[config.mk]
export PLATFORM = sky130hd
export DESIGN_NAME = multichannel_biquad_filter
export DESIGN_NICKNAME = d
export VERILOG_FILES = /design/src/rtl/mbq_pkg.sv /design/src/rtl/multichannel_biquad_filter.sv
export SDC_FILE = /design/constraint.sdc
export NUM_CORES = 2
export LEC_CHECK = 0
export ABC_AREA = 1
export BUFFER_PORTS_ARGS = -buffer_cell sky130_fd_sc_hd__buf_2
export CAP_MARGIN = 10
export CORE_MARGIN = 4
export CORE_UTILIZATION = 40
export CTS_CLUSTER_SIZE = 12
export DETAILED_ROUTE_END_ITERATION = 8
export PLACE_DENSITY_LB_ADDON = 0.25
export SLEW_MARGIN = 20
export SYNTH_ARGS = -nofsm -noshare
export SYNTH_HDL_FRONTEND = slang
export SYNTH_SLANG_ARGS = --single-unit
export TNS_END_PERCENT = 30
[constraint.sdc]
create_clock -name clk -period 19.8 [get_ports clk]
set_clock_uncertainty 0.05 [all_clocks]
set_input_delay 0.99 -clock clk [delete_from_list [all_inputs] [get_ports clk]]
set_output_delay 0.99 -clock clk [all_outputs]
set_load 0.05 [all_outputs]
[src/rtl/mbq_pkg.sv]
`default_nettype none

package mbq_pkg;

	// channel count and derived index width
	localparam int CHANNELS = 8;
	localparam int CH_W     = (CHANNELS > 1) ? $clog2(CHANNELS) : 1;

	// fixed-point formats
	localparam int COEF_W = 32;
	localparam int SMP_W  = 24;
	localparam int STATE_W = 32;
	localparam int FRAC   = 30;
	localparam int PROD_W = COEF_W + SMP_W;
	localparam int RND_W  = PROD_W - FRAC;
	localparam int ACC_W  = STATE_W + 2;

	localparam logic signed [PROD_W-1:0] RND_HALF = PROD_W'(64'sd1 <<< (FRAC - 1));

	localparam logic signed [ACC_W-1:0] Y_MAX = ACC_W'(64'sd8388607);
	localparam logic signed [ACC_W-1:0] Y_MIN = ACC_W'(-64'sd8388608);
	localparam logic signed [ACC_W-1:0] S_MAX = ACC_W'(64'sd2147483647);
	localparam logic signed [ACC_W-1:0] S_MIN = ACC_W'(-64'sd2147483648);

	// register map
	localparam int ADDR_W = 5;
	localparam int DATA_W = 32;
	localparam logic [2:0] REG_B0 = 3'd0;
	localparam logic [2:0] REG_B1 = 3'd1;
	localparam logic [2:0] REG_B2 = 3'd2;
	localparam logic [2:0] REG_A1 = 3'd3;
	localparam logic [2:0] REG_A2 = 3'd4;

	localparam logic signed [COEF_W-1:0] COEF_B0_RST = 32'sh4000_0000;

	typedef struct packed {
		logic [2:0]              chan;
		logic signed [SMP_W-1:0] sample_in;
		logic                    block_end;
	} in_word_t;

	typedef struct packed {
		logic [2:0]              chan_out;
		logic signed [SMP_W-1:0] sample_out;
		logic                    clipped;
		logic                    block_end_out;
	} out_word_t;

	// microcode
	typedef enum logic [2:0] {
		ST_MUL_B0X,
		ST_Y,
		ST_N1_INIT,
		ST_N2_INIT,
		ST_N1_FIN,
		ST_N2_FIN
	} step_t;

	typedef enum logic [2:0] {
		COEF_B0,
		COEF_B1,
		COEF_B2,
		COEF_A1,
		COEF_A2
	} coef_sel_t;

	typedef enum logic [2:0] {
		ACC_NONE,
		ACC_Y,
		ACC_N1_INIT,
		ACC_N2_INIT,
		ACC_N1_FIN,
		ACC_N2_FIN
	} acc_op_t;

	typedef enum logic {
		SEQ_NEXT,
		SEQ_END
	} seq_t;

	typedef struct packed {
		logic      mul_en;
		coef_sel_t coef_sel;
		logic      op_y;
		acc_op_t   acc_op;
		seq_t      seq;
	} cw_t;

	// program: multiply issued in a step is consumed by the next step's acc op
	function automatic cw_t ucode(input step_t s);
		cw_t cw;
		cw = '{mul_en: 1'b0, coef_sel: COEF_A2, op_y: 1'b0, acc_op: ACC_NONE, seq: SEQ_END};
		unique case (s)
			ST_MUL_B0X: cw = '{1'b1, COEF_B0, 1'b0, ACC_NONE,    SEQ_NEXT};
			ST_Y:       cw = '{1'b1, COEF_B1, 1'b0, ACC_Y,       SEQ_NEXT};
			ST_N1_INIT: cw = '{1'b1, COEF_B2, 1'b0, ACC_N1_INIT, SEQ_NEXT};
			ST_N2_INIT: cw = '{1'b1, COEF_A1, 1'b1, ACC_N2_INIT, SEQ_NEXT};
			ST_N1_FIN:  cw = '{1'b1, COEF_A2, 1'b1, ACC_N1_FIN,  SEQ_NEXT};
			ST_N2_FIN:  cw = '{1'b0, COEF_A2, 1'b1, ACC_N2_FIN,  SEQ_END};
			default:    cw = '{1'b0, COEF_A2, 1'b0, ACC_NONE,    SEQ_END};
		endcase
		return cw;
	endfunction

	function automatic logic signed [ACC_W-1:0] clamp(
		input logic signed [ACC_W-1:0] v,
		input logic signed [ACC_W-1:0] lo,
		input logic signed [ACC_W-1:0] hi
	);
		logic signed [ACC_W-1:0] r;
		r = v;
		if (v > hi) begin
			r = hi;
		end else if (v < lo) begin
			r = lo;
		end
		return r;
	endfunction

	function automatic logic outside_rng(
		input logic signed [ACC_W-1:0] v,
		input logic signed [ACC_W-1:0] lo,
		input logic signed [ACC_W-1:0] hi
	);
		return (v > hi) || (v < lo);
	endfunction

endpackage

`default_nettype wire

[src/rtl/multichannel_biquad_filter.sv]
`default_nettype none

// channel  | valid         | stall         | word                       | notes
// ---------+---------------+---------------+----------------------------+---------------------
// sample   | sample_valid  | sample_stall  | sample_word (in_word_t)    | chan, sample, marker
// result   | result_valid  | result_stall  | result_word (out_word_t)   | one word per sample
// config   | psel/penable  | (pready = 1)  | paddr/pwdata/prdata        | five Q2.30 coefs
//
// one sample runs through the microcode steps on a single shared 32x24 multiplier
// the next sample is taken on the edge that finishes the current one
// a stalled result register holds the last step until the result register can take the word
// reset clears coefficients to a unity pass-through and all channel delay words to zero
// a channel number at or above the channel count gives a zero sample and leaves state alone

module multichannel_biquad_filter
	import mbq_pkg::*;
(
	input  wire logic              clk,
	input  wire logic              arst_n,

	input  wire logic              sample_valid,
	output logic                   sample_stall,
	input  wire in_word_t          sample_word,

	output logic                   result_valid,
	input  wire logic              result_stall,
	output out_word_t              result_word,

	input  wire logic              psel,
	input  wire logic              penable,
	input  wire logic              pwrite,
	input  wire logic [ADDR_W-1:0] paddr,
	input  wire logic [DATA_W-1:0] pwdata,
	output logic      [DATA_W-1:0] prdata,
	output logic                   pready
);

	// coefficient registers
	logic signed [COEF_W-1:0] b0_q, b1_q, b2_q, a1_q, a2_q;

	// per-channel delay words
	logic signed [STATE_W-1:0] delay_one_q [CHANNELS];
	logic signed [STATE_W-1:0] delay_two_q [CHANNELS];

	// sequencer
	logic  busy_q;
	step_t step_q;
	cw_t   cw;

	// item registers
	logic [2:0]              chan_q;
	logic [CH_W-1:0]         chan_idx_q;
	logic                    in_range_q;
	logic                    be_q;
	logic signed [SMP_W-1:0] x_q;
	logic signed [SMP_W-1:0] y_q;
	logic                    clip_q;

	// datapath
	logic signed [PROD_W-1:0] mul_s1;
	logic signed [PROD_W-1:0] rsum;
	logic signed [RND_W-1:0]  rnd;
	logic signed [ACC_W-1:0]  rx;
	logic signed [ACC_W-1:0]  acc1_q, acc2_q;
	logic signed [ACC_W-1:0]  ysum, n1sum, n2sum;
	logic signed [COEF_W-1:0] coef_m;
	logic signed [SMP_W-1:0]  oper_m;

	logic slot_free;
	logic finish;
	logic accept;
	logic cfg_wr;
	logic n2_clip;

	// ---------------- configuration port ----------------
	assign pready = 1'b1;
	assign cfg_wr = psel && penable && pwrite && pready;

	always_ff @(posedge clk or negedge arst_n) begin
		if (!arst_n) begin
			b0_q <= COEF_B0_RST;
			b1_q <= '0;
			b2_q <= '0;
			a1_q <= '0;
			a2_q <= '0;
		end else if (cfg_wr) begin
			// writes above the last register fall through
			unique case (paddr[4:2])
				REG_B0:  b0_q <= pwdata;
				REG_B1:  b1_q <= pwdata;
				REG_B2:  b2_q <= pwdata;
				REG_A1:  a1_q <= pwdata;
				REG_A2:  a2_q <= pwdata;
				default: ;
			endcase
		end
	end

	always_comb begin
		unique case (paddr[4:2])
			REG_B0:  prdata = b0_q;
			REG_B1:  prdata = b1_q;
			REG_B2:  prdata = b2_q;
			REG_A1:  prdata = a1_q;
			REG_A2:  prdata = a2_q;
			default: prdata = '0;
		endcase
	end

	// ---------------- sequencer ----------------
	assign cw        = ucode(step_q);
	assign slot_free = !result_valid || !result_stall;
	// last step only retires once the result register can take the word
	assign finish    = busy_q && (cw.seq == SEQ_END) && slot_free;
	// a new sample enters on the same edge the previous one retires
	assign sample_stall = busy_q && !finish;
	assign accept       = sample_valid && !sample_stall;

	always_ff @(posedge clk or negedge arst_n) begin
		if (!arst_n) begin
			busy_q <= 1'b0;
			step_q <= ST_MUL_B0X;
		end else if (accept) begin
			busy_q <= 1'b1;
			step_q <= ST_MUL_B0X;
		end else if (finish) begin
			busy_q <= 1'b0;
			step_q <= ST_MUL_B0X;
		end else if (busy_q && cw.seq == SEQ_NEXT) begin
			step_q <= step_t'(step_q + 3'd1);
		end
	end

	// sample capture
	always_ff @(posedge clk) begin
		if (accept) begin
			chan_q     <= sample_word.chan;
			chan_idx_q <= CH_W'(sample_word.chan);
			in_range_q <= 32'(sample_word.chan) < 32'(CHANNELS);
			be_q       <= sample_word.block_end;
			x_q        <= sample_word.sample_in;
		end
	end

	// ---------------- shared multiplier ----------------
	always_comb begin
		unique case (cw.coef_sel)
			COEF_B0: coef_m = b0_q;
			COEF_B1: coef_m = b1_q;
			COEF_B2: coef_m = b2_q;
			COEF_A1: coef_m = a1_q;
			COEF_A2: coef_m = a2_q;
			default: coef_m = a2_q;
		endcase
		oper_m = cw.op_y ? y_q : x_q;
	end

	always_ff @(posedge clk) begin
		if (busy_q && cw.mul_en) begin
			mul_s1 <= coef_m * oper_m;
		end
	end

	// round half up, then drop the 30 fraction bits
	assign rsum = mul_s1 + RND_HALF;
	assign rnd  = rsum[PROD_W-1:FRAC];
	assign rx   = ACC_W'(rnd);

	assign ysum  = rx + ACC_W'(delay_one_q[chan_idx_q]);
	assign n1sum = acc1_q - rx;
	assign n2sum = acc2_q - rx;
	assign n2_clip = outside_rng(n2sum, S_MIN, S_MAX);

	// ---------------- accumulate and state update ----------------
	always_ff @(posedge clk) begin
		if (busy_q) begin
			unique case (cw.acc_op)
				ACC_Y:       y_q    <= SMP_W'(clamp(ysum, Y_MIN, Y_MAX));
				ACC_N1_INIT: acc1_q <= rx + ACC_W'(delay_two_q[chan_idx_q]);
				ACC_N2_INIT: acc2_q <= rx;
				default: ;
			endcase
		end
	end

	always_ff @(posedge clk or negedge arst_n) begin
		if (!arst_n) begin
			clip_q <= 1'b0;
		end else if (accept) begin
			clip_q <= 1'b0;
		end else if (busy_q && cw.acc_op == ACC_Y) begin
			clip_q <= clip_q | outside_rng(ysum, Y_MIN, Y_MAX);
		end else if (busy_q && cw.acc_op == ACC_N1_FIN) begin
			clip_q <= clip_q | outside_rng(n1sum, S_MIN, S_MAX);
		end
	end

	always_ff @(posedge clk or negedge arst_n) begin
		if (!arst_n) begin
			for (int i = 0; i < CHANNELS; i++) begin
				delay_one_q[i] <= '0;
				delay_two_q[i] <= '0;
			end
		end else if (busy_q && in_range_q) begin
			if (cw.acc_op == ACC_N1_FIN) begin
				delay_one_q[chan_idx_q] <= STATE_W'(clamp(n1sum, S_MIN, S_MAX));
			end
			if (cw.acc_op == ACC_N2_FIN && finish) begin
				delay_two_q[chan_idx_q] <= STATE_W'(clamp(n2sum, S_MIN, S_MAX));
			end
		end
	end

	// ---------------- result register ----------------
	always_ff @(posedge clk or negedge arst_n) begin
		if (!arst_n) begin
			result_valid <= 1'b0;
		end else if (finish) begin
			result_valid <= 1'b1;
		end else if (!result_stall) begin
			result_valid <= 1'b0;
		end
	end

	always_ff @(posedge clk) begin
		if (finish) begin
			result_word.chan_out      <= chan_q;
			result_word.sample_out    <= in_range_q ? y_q : '0;
			result_word.clipped       <= in_range_q && (clip_q || n2_clip);
			result_word.block_end_out <= be_q;
		end
	end

	// ---------------- checks ----------------
	a_accept_starts: assert property (@(posedge clk) disable iff (!arst_n)
		accept |=> busy_q && step_q == ST_MUL_B0X)
		else $error("accepted sample did not start the program");

	a_step_range: assert property (@(posedge clk) disable iff (!arst_n)
		busy_q |-> (step_q == ST_MUL_B0X || step_q == ST_Y || step_q == ST_N1_INIT ||
			step_q == ST_N2_INIT || step_q == ST_N1_FIN || step_q == ST_N2_FIN))
		else $error("step counter left the program");

	a_finish_shows: assert property (@(posedge clk) disable iff (!arst_n)
		finish |=> result_valid)
		else $error("retired sample gave no result word");

	a_rise_after_finish: assert property (@(posedge clk) disable iff (!arst_n)
		$rose(result_valid) |-> $past(finish))
		else $error("result word appeared without a retiring sample");

	a_hold_on_stall: assert property (@(posedge clk) disable iff (!arst_n)
		(busy_q && cw.seq == SEQ_END && !slot_free) |=> busy_q && step_q == ST_N2_FIN)
		else $error("last step advanced into a full result register");

endmodule

`default_nettype wire

==> impl_results.md <==
- # rows: 151
- Synth Cell Area: 68,100 um2
- Min-Delay Path Class: in2async
- Family with the most delay on the worst path: adder cells
- GRT Residual Overflow: 0
- # Max-Cap Violations: 0
- Slew HR: 25.3%
- Gate Count Post-Synth: 8,106
- Core Box Area: 169,000 um2
- Residual DRC count: 0
- Fin crit period: 10,090 ps
- Effective utilization at floorplan: 40.2%
- Post-synthesis adder-cell area fraction: 28.1%
- DPL Wire Length: 164,000 um
- Compound-gate portion of the synthesized area: 10.9%
- CTS max path bufs: 3
- Placed cell areas: 71,400 um2
- Hold Fails Final Rpt: 0
- Critical path buffer and inverter count: 9
- Most frequent cells in the layout: nand2_1, inv_1, fa_1, nor2_1, dfrtp_1
- Yosys reg bits: 813
- CP most frequent cell: fa_1
- Main combinational cell family by area after synthesis: adder cells
- Die width: 421 um
- Ys async rst share: 79.5%
- Vias in the first global route: 57,200
- EDFF count, synth: 167
- CTS sink cnt: 813
- Critical Path Sink Type: flip-flop
- PostCTS Resize Cnt: 0
- Routed Antenna Nets: 0
- Layout cell share with drive strength beyond 1: 7.14%
- Final setup fails: 0
- Root Driver: clkbuf_16
- Setup crit start kind: flip-flop
- TritonCTS clock tree: yes
- GP Congestion: 0.947
- Post-CTS setup buffer count: 0
- Leading cell type in the layout, fill and taps excluded: nand2_1
- Layout Utilization: 44.1%
- Die Area: 177,000 um2
- Synth cell types: 67
- Max Clk Rate: 99.1 MHz
- Fin nets: 9,259
- Drt via density: 5.45
- Simple-gate share of the synthesized area: 18.9%
- Routed len/inst: 21.5 um
- Number of CTS-inserted buffers: 92
- Min Hold Slack: 287 ps
- Final Cell Area: 74,600 um2
- Status: completed
- Crit Path Class: reg2reg
- Initial antenna violation count: 14
- Ratio of final minimum period to clock period: 51.0%
- CTS clk-pin slew, worst paths: 60 ps
- Avg Inst Size Synth: 8.40 um2
- Register area share after synthesis: 31.1%
- Total Wirelength: 224,000 um
- Synth-to-Final Area Change: 9.62%
- Vert. Die Dim: 421 um
- Worst-margin pin slew: 1120 ps
- IO buf count: 132
- DR iter-0 viols: 5,349
- CP Data Arrival Time: 10,480 ps
- Slew Viols, Final: 0
- Clk_lat worst skew: 740 ps
- Synth Area in XOR/XNOR: 1.76%
- Worst Path Required: 20,190 ps
- Drt first pass iters: 5
- Hold_buf cts: 0
- Worst stage delay on the critical path: 920 ps
- Unrepaired setup endpoints after global routing: false
- Main flop type after synthesis: dfrtp_1
- Mapped Nets: 9,235
- Global-route wire length before repair: 346,000 um
- Final setup TNS: 0 ps
- Mux cell area share after synthesis: 0%
- # H-tree levels: 3
- Reg2Reg Setup Slack: 9710 ps
- Global Route Usage Sum: 25.6%
- I/O Pins: 136
- Ys Warns: 0
- CP max FO: 35
- DR vias: 56,800
- Slowest-stage cell, CP: fa_1
- Pin count of the biggest net entering global routing: 109
-- logic make-up after synthesis --
group	after synthesis
compound gates	1266
other cells	1
fa+ha+maj	1057
flops	813
simple gates	3196
buf+inv	1636
xor+xnor	137
-- final timing paths --
path / start / end / cells past startpoint
setup / recovery: step_q[0] / mul_s1[54] / 31
hold / removal: arst_n / delay_two_q[217] / 1
setup reg to reg: step_q[0] / mul_s1[54] / 31
hold reg to reg: be_q / result_word[0] / 0
max in group asynchronous: arst_n / a2_q[10] / 5
min in group clk: be_q / result_word[0] / 0
-- flip-flops by register name (all words and copies together) (netlist names) --
name / cells
b2_q: 32
busy_q: 1
chan_idx_q: 3
a2_q: 32
clip_q: 1
acc1_q: 33
delay_one_q: 256
b1_q: 32
be_q: 1
step_q: 3
b0_q: 32
x_q: 24
result_valid: 1
mul_s1: 27
y_q: 24
delay_two_q: 224
acc2_q: 26
result_word: 29
a1_q: 32
-- Yosys cell counts (41+ instances only) --
| library cell | instances | area (um2) |
|---|---|---|
| nor2_1 | 659 | 2470 |
| ha_1 | 271 | 3390 |
| nand2_1 | 2120 | 7960 |
| fa_1 | 786 | 15700 |
| edfxtp_1 | 167 | 5010 |
| xor2_1 | 86 | 753 |
| o21ai_0 | 523 | 2620 |
| o22ai_1 | 150 | 938 |
| inv_1 | 1272 | 4770 |
| nand3_1 | 186 | 931 |
| buf_2 | 41 | 205 |
| nand4_1 | 63 | 394 |
| a21oi_1 | 246 | 1230 |
| dfrtp_1 | 645 | 16100 |
| clkbuf_1 | 269 | 1010 |
| o21ai_1 | 96 | 480 |
| xnor2_1 | 51 | 447 |
-- layout make-up --
cell class	instances	area (um2)
flip-flops and latches	813	21200
diodes	4	10.0
clock buffers	136	2710
clock inverters	31	435
repair buffers	264	1710
well taps	2218	2780
fillers	16700	94700
inverters	1302	4890
multi-input cells	5657	40900
-- metal layers --
| layer | global-route usage, % | vias to the layer above | share of wire (%) | wire length [um] |
|---|---|---|---|---|
| met4 | 8.75 | 2 | 3.5 | 7960 |
| met3 | 4.18 | 391 | 8.1 | 18200 |
| met1 | 36.3 | 28500 | 44 | 97700 |
| met2 | 39.8 | 2339 | 45 | 100000 |
| met5 | 0 | - | 0.0058 | 13 |
| li1 | - | 25600 | - | - |
-- metrics by stage --
stage / worst slack (ps) / instances
floorplan: 11550 / 8106
global placement: 9910 / 10300
detailed placement: 9890 / 10300
CTS: 9840 / 10400
global route: 9220 / 10400
finish: 9710 / 10400
Power is left out: the tool's default activity adds up to more than one toggle a clock period on the data nets, which glitch-free logic cannot reach.
